`src/tlmc_pkg.sv`:
```
// Shared types, constants and register indexes of the traffic light mode controller.
package tlmc_pkg;

	// Brightness sample resolution; the sample port stays 10 bits wide
	localparam int ADC_BITS      = 10;
	// Length of one slot of the flash phase in ms
	localparam int FLASH_SLOT_MS = 100;

	localparam int CYCLE_W  = 13;
	localparam int GAP_W    = 10;
	localparam int LEVEL_W  = 10;
	localparam int DRIVE_W  = 8;
	localparam int STATUS_W = 3;
	localparam int CFG_W    = 13;
	localparam int IDX_W    = 3;

	localparam int IN_TDATA_W  = 16;
	localparam int OUT_TDATA_W = 40;

	localparam logic [GAP_W-1:0] GAP_MAX = '1;

	// Configuration register indexes
	typedef enum logic [IDX_W-1:0] {
		REG_CYCLE_LENGTH  = 3'd0,
		REG_RED_END       = 3'd1,
		REG_YELLOW_END    = 3'd2,
		REG_GREEN_END     = 3'd3,
		REG_FLASH_END     = 3'd4,
		REG_EDGE_DEBOUNCE = 3'd5,
		REG_POLL_DEBOUNCE = 3'd6,
		REG_BLINK_HALF    = 3'd7
	} reg_idx_t;

	// Status codes on the result
	typedef enum logic [STATUS_W-1:0] {
		ST_OFF       = 3'd0,
		ST_EMERGENCY = 3'd1,
		ST_BLINKING  = 3'd2,
		ST_RED       = 3'd3,
		ST_YELLOW    = 3'd4,
		ST_GREEN     = 3'd5,
		ST_FLASH     = 3'd6
	} status_t;

	typedef struct packed {
		logic [CYCLE_W-1:0] cycle_length_ms;
		logic [CYCLE_W-1:0] red_end_ms;
		logic [CYCLE_W-1:0] first_yellow_end_ms;
		logic [CYCLE_W-1:0] green_end_ms;
		logic [CYCLE_W-1:0] flash_end_ms;
		logic [GAP_W-1:0]   edge_debounce_ms;
		logic [GAP_W-1:0]   poll_debounce_ms;
		logic [GAP_W-1:0]   blink_half_period_ms;
	} cfg_t;

	// One tick request after the input register
	typedef struct packed {
		logic [LEVEL_W-1:0] light_level;
		logic               blink_button;
		logic               power_button;
		logic               emergency_button;
	} tick_t;

	// Mode flags after this tick's toggles
	typedef struct packed {
		logic off;
		logic emergency;
		logic blinking;
	} mode_t;

	// Timer values seen by the current tick
	typedef struct packed {
		logic [CYCLE_W-1:0] cycle_ms;
		logic               blink_lit;
	} timer_t;

	typedef struct packed {
		status_t            status_code;
		logic [DRIVE_W-1:0] flash_drive;
		logic [DRIVE_W-1:0] green_drive;
		logic [DRIVE_W-1:0] yellow_drive;
		logic [DRIVE_W-1:0] red_drive;
	} result_t;

endpackage

```
`src/tlmc_mode.sv`:
```
// Button edge detection, debounce gap counters and mode flags.
module tlmc_mode (
	input  logic            clk,
	input  logic            arst_n,
	input  logic            step,
	input  tlmc_pkg::tick_t tick,
	input  tlmc_pkg::cfg_t  cfg,
	output tlmc_pkg::mode_t mode
);
	import tlmc_pkg::*;

	logic [2:0]       prev_levels_q;
	logic [2:0]       levels;
	logic [2:0]       fall;
	logic             acc_e, acc_p, acc_b;
	logic             off_q, emergency_q, blinking_q;
	logic [GAP_W-1:0] since_e_q, since_p_q, since_b_q;

	// Detect falling edges and apply the debounce gaps
	assign levels = {tick.blink_button, tick.power_button, tick.emergency_button};
	assign fall   = prev_levels_q & ~levels;
	assign acc_e  = fall[0] && (since_e_q >= cfg.edge_debounce_ms);
	assign acc_p  = fall[1] && (since_p_q >= cfg.edge_debounce_ms);
	assign acc_b  = fall[2] && (since_b_q > cfg.poll_debounce_ms);

	// Flags as seen by this tick's outputs
	assign mode.off       = off_q ^ acc_p;
	assign mode.emergency = emergency_q ^ acc_e;
	assign mode.blinking  = blinking_q ^ acc_b;

	function automatic logic [GAP_W-1:0] bump(input logic [GAP_W-1:0] gap, input logic acc);
		if (acc)
			return GAP_W'(1);
		return (gap == GAP_MAX) ? GAP_MAX : gap + GAP_W'(1);
	endfunction

	// Commit flags and gaps once per tick
	always_ff @(posedge clk or negedge arst_n) begin
		if (!arst_n) begin
			prev_levels_q <= 3'b111;
			off_q         <= 1'b0;
			emergency_q   <= 1'b0;
			blinking_q    <= 1'b0;
			since_e_q     <= '0;
			since_p_q     <= '0;
			since_b_q     <= '0;
		end else if (step) begin
			prev_levels_q <= levels;
			off_q         <= mode.off;
			emergency_q   <= mode.emergency;
			blinking_q    <= mode.blinking;
			since_e_q     <= bump(since_e_q, acc_e);
			since_p_q     <= bump(since_p_q, acc_p);
			since_b_q     <= bump(since_b_q, acc_b);
		end
	end

endmodule

```
`src/tlmc_timer.sv`:
```
// Normal cycle position and panel blink timers.
module tlmc_timer (
	input  logic             clk,
	input  logic             arst_n,
	input  logic             step,
	input  tlmc_pkg::cfg_t   cfg,
	output tlmc_pkg::timer_t timer
);
	import tlmc_pkg::*;

	logic [CYCLE_W-1:0] cycle_q;
	logic [GAP_W-1:0]   blink_q;
	logic               lit_q;
	logic [CYCLE_W:0]   cycle_next;
	logic [GAP_W:0]     blink_next;
	logic               cycle_wrap;
	logic               blink_wrap;

	assign timer.cycle_ms  = cycle_q;
	assign timer.blink_lit = lit_q;

	// Wrap when the next position reaches the length; zero length wraps naturally
	assign cycle_next = {1'b0, cycle_q} + (CYCLE_W+1)'(1);
	assign cycle_wrap = (cfg.cycle_length_ms != '0) &&
		(cycle_next >= {1'b0, cfg.cycle_length_ms});
	assign blink_next = {1'b0, blink_q} + (GAP_W+1)'(1);
	assign blink_wrap = blink_next >= {1'b0, cfg.blink_half_period_ms};

	// Advance both timers once per tick
	always_ff @(posedge clk or negedge arst_n) begin
		if (!arst_n) begin
			cycle_q <= '0;
			blink_q <= '0;
			lit_q   <= 1'b1;
		end else if (step) begin
			cycle_q <= cycle_wrap ? '0 : cycle_next[CYCLE_W-1:0];
			if (blink_wrap) begin
				blink_q <= '0;
				lit_q   <= ~lit_q;
			end else begin
				blink_q <= blink_next[GAP_W-1:0];
			end
		end
	end

endmodule

```
`src/tlmc_drive.sv`:
```
// Brightness scaling, phase selection and LED drive values.
module tlmc_drive (
	input  tlmc_pkg::tick_t   tick,
	input  tlmc_pkg::cfg_t    cfg,
	input  tlmc_pkg::mode_t   mode,
	input  tlmc_pkg::timer_t  timer,
	output tlmc_pkg::result_t result
);
	import tlmc_pkg::*;

	localparam int PROD_W = LEVEL_W + DRIVE_W + 1;
	localparam logic [PROD_W-1:0] FULL     = PROD_W'((1 << ADC_BITS) - 1);
	localparam logic [PROD_W-1:0] DRV_MAX  = PROD_W'(255);
	localparam logic [CYCLE_W:0]  SLOT_1   = (CYCLE_W+1)'(FLASH_SLOT_MS);
	localparam logic [CYCLE_W:0]  SLOT_3   = (CYCLE_W+1)'(3 * FLASH_SLOT_MS);
	localparam logic [CYCLE_W:0]  SLOT_4   = (CYCLE_W+1)'(4 * FLASH_SLOT_MS);
	localparam logic [CYCLE_W:0]  SLOT_6   = (CYCLE_W+1)'(6 * FLASH_SLOT_MS);
	localparam logic [CYCLE_W:0]  SLOT_7   = (CYCLE_W+1)'(7 * FLASH_SLOT_MS);

	logic [PROD_W-1:0]  prod, q0, rem, quot;
	logic [DRIVE_W-1:0] bright;
	logic [CYCLE_W:0]   flash_pos;
	logic               flash_lit;
	logic [CYCLE_W-1:0] pos;

	// Divide by 2^ADC_BITS-1: shift estimate plus one correction step
	assign prod = PROD_W'(tick.light_level) * PROD_W'(255);
	assign q0   = prod >> ADC_BITS;
	assign rem  = (prod & FULL) + q0;
	assign quot = (q0 >= DRV_MAX) ? DRV_MAX : q0 + PROD_W'(rem >= FULL);
	assign bright = quot[DRIVE_W-1:0];

	// Flash phase is lit in slots 0, 3 and 6
	assign pos       = timer.cycle_ms;
	assign flash_pos = {1'b0, pos - cfg.green_end_ms};
	assign flash_lit = (flash_pos < SLOT_1) ||
		((flash_pos >= SLOT_3) && (flash_pos < SLOT_4)) ||
		((flash_pos >= SLOT_6) && (flash_pos < SLOT_7));

	// Pick the shown mode in priority order
	always_comb begin
		result = '0;
		result.status_code = ST_OFF;
		priority if (mode.off) begin
			result.status_code = ST_OFF;
		end else if (mode.emergency) begin
			result.status_code = ST_EMERGENCY;
			result.red_drive   = bright;
		end else if (mode.blinking) begin
			result.status_code = ST_BLINKING;
			if (timer.blink_lit) begin
				result.red_drive    = bright;
				result.yellow_drive = bright;
				result.green_drive  = bright;
				result.flash_drive  = bright;
			end
		end else if (pos < cfg.red_end_ms) begin
			result.status_code = ST_RED;
			result.red_drive   = bright;
		end else if (pos < cfg.first_yellow_end_ms) begin
			result.status_code  = ST_YELLOW;
			result.yellow_drive = bright;
		end else if (pos < cfg.green_end_ms) begin
			result.status_code = ST_GREEN;
			result.green_drive = bright;
		end else if (pos < cfg.flash_end_ms) begin
			result.status_code = ST_FLASH;
			if (flash_lit)
				result.flash_drive = bright;
		end else begin
			result.status_code  = ST_YELLOW;
			result.yellow_drive = bright;
		end
	end

endmodule

```
`src/traffic_light_mode_controller_core.sv`:
```
// Top level of the traffic light mode controller: registers, handshake and config.
//
// Usage: each request on the s_ channel is one millisecond tick carrying the
// three active-low button levels and a brightness sample. Every tick yields
// exactly one result on the m_ channel: four LED drive values and a status
// code. Configuration registers are written through cfg_we/cfg_index/cfg_data
// while no tick is in flight; a write takes effect at the next edge.
// Path: an accepted request is captured in the input register, and its result
// is then shown on m_tdata from the result register. Throughput: one tick per
// cycle while m_tready stays high; all per-tick work is a short path from the
// input register to the result register, and mode flags and timers commit as
// the tick enters the result register.
// Stall: when m_tready is low the result holds, one more request may wait in
// the input register, and s_tready then drops until the result is taken.
// Reset: arst_n clears both valid stages, the timers, the debounce gaps and
// the mode flags, and loads the default register values; no clearing pass.
module traffic_light_mode_controller_core (
	input  logic                                clk,
	input  logic                                arst_n,
	input  logic                                s_tvalid,
	output logic                                s_tready,
	// emergency_button[0], power_button[1], blink_button[2], light_level[12:3]
	input  logic [tlmc_pkg::IN_TDATA_W-1:0]     s_tdata,
	output logic                                m_tvalid,
	input  logic                                m_tready,
	// red_drive[7:0], yellow_drive[15:8], green_drive[23:16], flash_drive[31:24],
	// status_code[34:32]
	output logic [tlmc_pkg::OUT_TDATA_W-1:0]    m_tdata,
	input  logic                                cfg_we,
	input  logic [tlmc_pkg::IDX_W-1:0]          cfg_index,
	input  logic [tlmc_pkg::CFG_W-1:0]          cfg_data
);
	import tlmc_pkg::*;

	cfg_t    cfg_q;
	tick_t   tick_s1;
	logic    valid_s1;
	result_t result_s2;
	logic    valid_s2;
	logic    advance;
	logic    step;
	mode_t   mode;
	timer_t  timer;
	result_t result;

	// Configuration registers
	always_ff @(posedge clk or negedge arst_n) begin
		if (!arst_n) begin
			cfg_q.cycle_length_ms      <= CYCLE_W'(6000);
			cfg_q.red_end_ms           <= CYCLE_W'(2000);
			cfg_q.first_yellow_end_ms  <= CYCLE_W'(2500);
			cfg_q.green_end_ms         <= CYCLE_W'(4500);
			cfg_q.flash_end_ms         <= CYCLE_W'(5500);
			cfg_q.edge_debounce_ms     <= GAP_W'(200);
			cfg_q.poll_debounce_ms     <= GAP_W'(50);
			cfg_q.blink_half_period_ms <= GAP_W'(500);
		end else if (cfg_we) begin
			unique case (reg_idx_t'(cfg_index))
				REG_CYCLE_LENGTH:  cfg_q.cycle_length_ms      <= cfg_data;
				REG_RED_END:       cfg_q.red_end_ms           <= cfg_data;
				REG_YELLOW_END:    cfg_q.first_yellow_end_ms  <= cfg_data;
				REG_GREEN_END:     cfg_q.green_end_ms         <= cfg_data;
				REG_FLASH_END:     cfg_q.flash_end_ms         <= cfg_data;
				REG_EDGE_DEBOUNCE: cfg_q.edge_debounce_ms     <= cfg_data[GAP_W-1:0];
				REG_POLL_DEBOUNCE: cfg_q.poll_debounce_ms     <= cfg_data[GAP_W-1:0];
				REG_BLINK_HALF:    cfg_q.blink_half_period_ms <= cfg_data[GAP_W-1:0];
				default:           cfg_q <= cfg_q;
			endcase
		end
	end

	// Move the held request on when the result register is free or drains
	assign advance  = !valid_s2 || m_tready;
	assign step     = valid_s1 && advance;
	assign s_tready = !valid_s1 || advance;

	// Input register
	always_ff @(posedge clk or negedge arst_n) begin
		if (!arst_n) begin
			valid_s1 <= 1'b0;
		end else if (s_tready) begin
			valid_s1 <= s_tvalid;
		end
	end

	always_ff @(posedge clk) begin
		if (s_tvalid && s_tready) begin
			tick_s1 <= tick_t'(s_tdata[LEVEL_W+2:0]);
		end
	end

	tlmc_mode u_mode (
		.clk    (clk),
		.arst_n (arst_n),
		.step   (step),
		.tick   (tick_s1),
		.cfg    (cfg_q),
		.mode   (mode)
	);

	tlmc_timer u_timer (
		.clk    (clk),
		.arst_n (arst_n),
		.step   (step),
		.cfg    (cfg_q),
		.timer  (timer)
	);

	tlmc_drive u_drive (
		.tick   (tick_s1),
		.cfg    (cfg_q),
		.mode   (mode),
		.timer  (timer),
		.result (result)
	);

	// Result register
	always_ff @(posedge clk or negedge arst_n) begin
		if (!arst_n) begin
			valid_s2 <= 1'b0;
		end else if (advance) begin
			valid_s2 <= valid_s1;
		end
	end

	always_ff @(posedge clk) begin
		if (step) begin
			result_s2 <= result;
		end
	end

	assign m_tvalid = valid_s2;
	assign m_tdata  = {5'b0, result_s2};

	// A held request is never dropped while the result stalls
	assert property (@(posedge clk) disable iff (!arst_n)
		valid_s1 && !advance |=> valid_s1)
		else $error("held request lost during stall");

	// A new result only appears from a held request
	assert property (@(posedge clk) disable iff (!arst_n)
		$rose(valid_s2) |-> $past(valid_s1))
		else $error("result appeared without a request");

	// Off shows all LEDs dark
	assert property (@(posedge clk) disable iff (!arst_n)
		valid_s2 && result_s2.status_code == ST_OFF |->
		result_s2.red_drive == '0 && result_s2.yellow_drive == '0 &&
		result_s2.green_drive == '0 && result_s2.flash_drive == '0)
		else $error("LED lit while off");

	// Emergency drives red only
	assert property (@(posedge clk) disable iff (!arst_n)
		valid_s2 && result_s2.status_code == ST_EMERGENCY |->
		result_s2.yellow_drive == '0 && result_s2.green_drive == '0 &&
		result_s2.flash_drive == '0)
		else $error("non-red LED lit in emergency");

endmodule

```
`config.mk`:
```
export PLATFORM = sky130hd
export DESIGN_NAME = traffic_light_mode_controller_core
export DESIGN_NICKNAME = d
export VERILOG_FILES = /design/src/tlmc_pkg.sv /design/src/tlmc_mode.sv /design/src/tlmc_timer.sv /design/src/tlmc_drive.sv /design/src/traffic_light_mode_controller_core.sv
export SDC_FILE = /design/constraint.sdc
export NUM_CORES = 1
export LEC_CHECK = 0
export BUFFER_PORTS_ARGS = -buffer_cell sky130_fd_sc_hd__buf_4
export CELL_PAD_IN_SITES_DETAIL_PLACEMENT = 1
export CELL_PAD_IN_SITES_GLOBAL_PLACEMENT = 2
export CORE_MARGIN = 3
export CORE_UTILIZATION = 44
export CTS_CLUSTER_SIZE = 24
export DETAILED_ROUTE_END_ITERATION = 10
export PLACE_DENSITY = 0.94
export SLEW_MARGIN = 0
export SYNTH_ARGS = -nofsm -noshare
export SYNTH_HDL_FRONTEND = slang
export SYNTH_SLANG_ARGS = --single-unit
```
`constraint.sdc`:
```
create_clock -name clk -period 16.5 [get_ports clk]
set_clock_uncertainty 0.05 [all_clocks]
set_input_delay 0.825 -clock clk [delete_from_list [all_inputs] [get_ports clk]]
set_output_delay 0.825 -clock clk [all_outputs]
set_load 0.01 [all_outputs]
```
# == Word level (Yosys, flattened, before mapping) ==
# Cells that the tools add are included.
# classes
n_addsub,8
mul,1
order_cmp,16
n_eq_ne,10
mux,36
bitwise,6
n_reduce_logical,27
# op_table
operator,n
2-to-1 mux 10 bit,10
2-to-1 mux 8 bit,10
< comparator 13 bit,4
2-to-1 mux 34 bit,1
2-to-1 mux 32 bit,1
adder 10 x 1 -> 10 bit (second input constant),3
== test 10 bit (second input constant),3
2-to-1 mux 24 bit,1
>= comparator 10 bit,2
>= comparator 19 x 10 -> 1 bit (second input constant),1
multiplier 10 x 8 -> 18 bit (second input constant),1
AND reduction 2 bit,9
2-to-1 mux 16 bit,1
adder 13 x 1 -> 14 bit (second input constant),1
>= comparator 14 x 13 -> 1 bit,1
>= comparator 13 x 10 -> 1 bit (second input constant),1
>= comparator 13 x 9 -> 1 bit (second input constant),1
< comparator 13 x 10 -> 1 bit (second input constant),1
< comparator 13 x 7 -> 1 bit (second input constant),1
< comparator 13 x 9 -> 1 bit (second input constant),1
2-to-1 mux 13 bit,1
nonzero test 13 bit,1
subtractor 13 bit,1
== test 3 bit (second input constant),4
other kinds (21),43
# word_totals
reg_bits,205
in_bits,37
output_inout_bits,42
elab_cells,135

# == Depth between registers and ports, before layout ==
# logic_depth
word_depth,12
depth_mapped,32
mapped_depth_nobuf,32

# == Modules after synthesis ==
# Synthesis repeated with hierarchy kept, for this count alone.
# unflattened
hier_cells,1405
hier_area_um2,14526.4
# by_module_without_submodules
mod,instances,cells_per_inst,area_per_inst_um2
traffic_light_mode_controller_core,1,270,5232.5
tlmc_drive,1,601,4660.7
tlmc_mode,1,302,2656.3
tlmc_timer,1,232,1976.9

# == Worst setup path after synthesis ==
# Ideal clock, no wire load.
# synth_timing
path_kind,reg2reg
start,register tick_s1[6] (netlist bit)
end,"register result_s2, in the netlist m_tdata[22], data pin"
setup_time_ps,272
arrival_time_ps,6735
slack_ps,9442
stages_incl_launch_ff,32
path_buffers,0
path_cell_list,edfxtp_1 > inv_1 > fa_1 > inv_1 > fa_1 > fa_1 > inv_1 > fa_1 > inv_1 > ha_1 > a21o_1 > a221oi_2 > o21bai_2 > a221o_1 > a21oi_2 > o21ai_2 > xnor2_4 > ha_1 > a21oi_1 > nor2_1 > xor2_1 > nand4b_1 > a311oi_1 > and4_1 > mux2i_1 > o21ai_1 > ha_1 > ha_1 > nand3_1 > xnor2_1 > nor2_4 > nor2_1
# synth_via
elab_chain_len,9
word_cells_on_any_way,11
# synth_rtl
element,line,text
"start, declared",traffic_light_mode_controller_core.sv:36,tick_t tick_s1;
"start signal, assigned",traffic_light_mode_controller_core.sv:88,tick_s1 <= tick_t'(s_tdata[LEVEL_W+2:0]);
multiplier 10 x 8 -> 18 bit (*),tlmc_drive.sv:27,assign prod = PROD_W'(tick.light_level) * PROD_W'(255);
adder 10 x 8 -> 11 bit,tlmc_drive.sv:29,assign rem = (prod & FULL) + q0;
>= comparator 19 x 10 -> 1 bit,tlmc_drive.sv:30,assign quot = (q0 >= DRV_MAX) ? DRV_MAX : q0 + PROD_W'(rem >= FULL);
adder 8 x 1 -> 8 bit,tlmc_drive.sv:30,
2-to-1 mux 8 bit (*),tlmc_drive.sv:30,
2-to-1 mux 8 bit,tlmc_drive.sv:63,end else if (pos < cfg.green_end_ms) begin
2-to-1 mux 16 bit,tlmc_drive.sv:60,end else if (pos < cfg.first_yellow_end_ms) begin
2-to-1 mux 24 bit,tlmc_drive.sv:57,end else if (pos < cfg.red_end_ms) begin
2-to-1 mux 34 bit (*),tlmc_drive.sv:49,end else if (mode.blinking) begin
"end signal, assigned",traffic_light_mode_controller_core.sv:128,result_s2 <= result;
"end, declared",traffic_light_mode_controller_core.sv:38,result_t result_s2;
# Every way passes the cells marked *; elsewhere a longest branch is shown, timed or not.
# A chain may end at the register's enable or synchronous reset.

# == Worst setup path after layout ==
# layout_timing
start,register tick_s1[6] (netlist bit)
end,"register result_s2, in the netlist m_tdata[28], data pin"
# layout_via
elab_chain_len,11
word_cells_on_any_way,13
# layout_rtl
element,line,text
multiplier 10 x 8 -> 18 bit (*),tlmc_drive.sv:27,
adder 10 x 8 -> 11 bit,tlmc_drive.sv:29,
>= comparator 19 x 10 -> 1 bit,tlmc_drive.sv:30,
adder 8 x 1 -> 8 bit,tlmc_drive.sv:30,
2-to-1 mux 8 bit (*),tlmc_drive.sv:30,
2-to-1 mux 8 bit,tlmc_drive.sv:68,if (flash_lit)
2-to-1 mux 8 bit,tlmc_drive.sv:66,end else if (pos < cfg.flash_end_ms) begin
2-to-1 mux 8 bit,tlmc_drive.sv:63,
2-to-1 mux 16 bit,tlmc_drive.sv:60,
2-to-1 mux 24 bit,tlmc_drive.sv:57,
2-to-1 mux 34 bit (*),tlmc_drive.sv:49,
# Marks and branches as above.

==> flow_summary_export.csv <==
group,metric,value,unit
logic_synthesis,synth_compound_area_frac,0.150,
min_path,worstHoldPathType,"primary input to async pin",
clock_tree,cts_setup_buffers,0,
critical_path,endpoint_kind,"register",
detailed_routing,wl_met3,983,µm
finish,final_common_cell,"inv_1",
detailed_routing,firstDrtPassIters,7,
global_route,antenna_found_initial,2,
critical_path,crit_path_max_fanout,5,
detailed_routing,wire_per_inst,18.6,µm
placement,place_ws,8530,ps
logic_synthesis,synthAdderAreaFrac,0.198,
sta,finalHoldViolations,0,
floorplanning,chipWidth,184,µm
detailed_routing,ant_nets,0,
outcome,status,"finished, final reports clean",
finish,nets,1723,
critical_path,slowest_stage,"fa_1",
logic_synthesis,synth_top_area_share,0.197,
finish,area_growth,12.7,%
logic_synthesis,synth-edff-count,48,
floorplanning,rows,64,
clock_tree,cts_buffer_depth,3,
clock_tree,clk_latency,550,ps
critical_path,critPathMaxStageDelay,620,ps
detailed_routing,drtIter0Drc,473,
clock_tree,h-tree-depth,1,
detailed_routing,route.met2.wl,18100,µm
finish,drive_above_1_share,0.160,
finish,layout_common_cells,"inv_1, ha_1, nand2_1, dfrtp_1, o21ai_0",
logic_synthesis,synthArstFlopShare,0.766,
logic_synthesis,synth_area_per_cell,9.87,µm²
critical_path,rr_worst_depth,31,
power,power.static_leakage,0.00748,µW
sta,worst_slack,8570,ps
logic_synthesis,yosysTopAreaCell,"dfrtp_1",
floorplanning,dieArea,34000,µm²
critical_path,cp.required,16830,ps
global_route,grt_max_degree,91,
sta,rsz0062_at_grt,"no",
logic_synthesis,synth-simple-area-share,0.120,
global_route,grt_pass1_wl,58900,µm
critical_path,cp-start-kind,"register",
sta,finalMaxSlewViolations,0,
critical_path,worst-setup-path-type,"register to register",
sta,period_share,0.481,
logic_synthesis,syn_area,14000,µm²
detailed_routing,drc,0,
sta,relSlewSlack,0.265,
floorplanning,ioPinCount,79,
sta,period_minus_slack,7930,ps
flow_run,drv_cap,0,
placement,dp_hpwl,26100,µm
detailed_routing,num_vias,10500,
logic_synthesis,synth_area_leaders,"dfrtp_1, ha_1, edfxtp_1",
global_route,grt.total_usage,0.213,
clock_tree,post_cts_resize_count,0,
floorplanning,die_y,184,µm
floorplanning,start_util,0.452,
clock_tree,cts_tree,"done",
power,ir_drop,133,µV
detailed_routing,top_layer,"met4",
global_route,grt_overflow,0,
logic_synthesis,synth_warnings,0,
placement,numPortBuffers,70,
clock_tree,clk_pin_slew_worst_paths,60,ps
sta,tns,0,ps
logic_synthesis,synth_ff_type,"dfrtp_1",
clock_tree,root_buffer,"clkbuf_16",
logic_synthesis,yosys.cell_types.count,78,
floorplanning,core-area,31000,µm²
placement,gp_congestion,0.827,
global_route,first_global_vias,11500,
power,power_density,213,nW/µm²
logic_synthesis,synth_top_family_by_area,"adder cells",
sta,max_slew.worst_pin.slew,1100,ps
detailed_routing,via_per_inst,5.52,
logic_synthesis,synthesis.instances,1418,
logic_synthesis,synth-xor-area-share,0.0399,
detailed_routing,finalWirelength,35500,µm
sta,setup_viol,0,
logic_synthesis,synth_mux_area_frac,0.0418,
clock_tree,clock-sinks,205,
critical_path,arrival,8260,ps
detailed_routing,routedLengthMet1,15500,µm
finish,diodes,0,
clock_tree,hold_buffers,0,
logic_synthesis,ys_ff_latch,205,
sta,fmax,0.126,GHz
clock_tree,cts_buffers,25,
logic_synthesis,ys_seq_area_frac,0.388,
## final cells by class
type                            instances  area, µm²
Tap cell                              396        495
Sequential cell                       205       5430
Fill cell                            3483      15200
Multi-Input combinational cell        994       7720
Clock inverter                          9        118
Timing Repair Buffer                   80        604
Inverter                              185        694
Clock buffer                           37        711
## kinds of logic (layout without fill, tap and decap cells)
logic type	after synthesis	in the layout
adders and majority gates	196	196
other	1	5
and+or+nand+nor	353	353
buffers and inverters	223	311
DFF	205	205
AOI/OAI and AO/OA	328	328
xor gates and xnor gates	60	60
muxes	52	52
## power by group
group | switching [µW] | internal (µW)
clock | 222 | 332
sequential | 96.3 | 680
combinational | 1190 | 843
## path summary, 6_finish.rpt
path | start | endpoint | slack [ps]
worst min-delay path | arst_n | cfg_q[93]$_DFFE_PN0P_ | 290
worst min register to register | u_mode.prev_levels_q[1]$_DFFE_PN1P_ | u_mode.prev_levels_q[1]$_DFFE_PN1P_ | 410
min in group clk | u_mode.prev_levels_q[1]$_DFFE_PN1P_ | u_mode.prev_levels_q[1]$_DFFE_PN1P_ | 410
max in group asynchronous | arst_n | u_mode.since_e_q[5]$_DFFE_PN0P_ | 14730
worst max-delay path | tick_s1[6]$_DFFE_PP_ | m_tdata[28]$_SDFFCE_PP0P_ | 8570
worst max register to register | tick_s1[6]$_DFFE_PP_ | m_tdata[28]$_SDFFCE_PP0P_ | 8570
## synth_stat cells, drive strengths merged, types with 10 or more instances
library cell  instances
fa                   42
edfxtp               48
dfrtp               110
mux2                 48
nand3                38
ha                  153
xor2                 23
a21oi                72
a211oi               10
inv                 185
a31oi                16
nor2                 85
a21o                 42
o21ai               102
and3                 13
xnor2                36
o21a                 10
nand2b               18
dfstp                47
nor3                 23
nand2               134
clkbuf               29
## flip-flops by register name, summed over array words and instances, names as in the netlist
signal / count
m_tvalid: 1
u_mode.since_e_q: 10
u_mode.since_b_q: 10
u_timer.lit_q: 1
u_mode.emergency_q: 1
u_mode.prev_levels_q: 3
u_mode.since_p_q: 10
m_tdata: 35
cfg_q: 95
tick_s1: 13
u_timer.blink_q: 10
u_mode.blinking_q: 1
valid_s1: 1
u_mode.off_q: 1
u_timer.cycle_q: 13
## stage by stage
step            util  instance area (µm²)  hold slack [ps]  cells  power (µW)
2_1_floorplan      -                14000              386   1422        2300
3_3_place_gp   0.482                14900              394   1860        2690
3_5_place_dp   0.482                14900              398   1860        2800
4_1_cts        0.509                15800              340   1906        3390
5_1_grt        0.509                15800              377   1906        3660
6_report       0.509                15800              287   1906        3360
## critical path: cells and delay by family (launching register included)
family,cells,cell delay [ps]
adder cells (fa/ha/maj),8,3340
AO/OA/AOI/OAI,9,1980
XOR/XNOR,3,810
AND/OR/NAND/NOR,6,770
flip-flops,1,410
buffers and inverters,4,310
multiplexers,1,80
## metal layers
metal  vias up  GRT usage
li1       5034          -
met1      5301      0.265
met2       137      0.389
met3        58     0.0274
met4         0     0.0584
met5         -          0
Note: power is estimated with default switching activity, not from simulation.
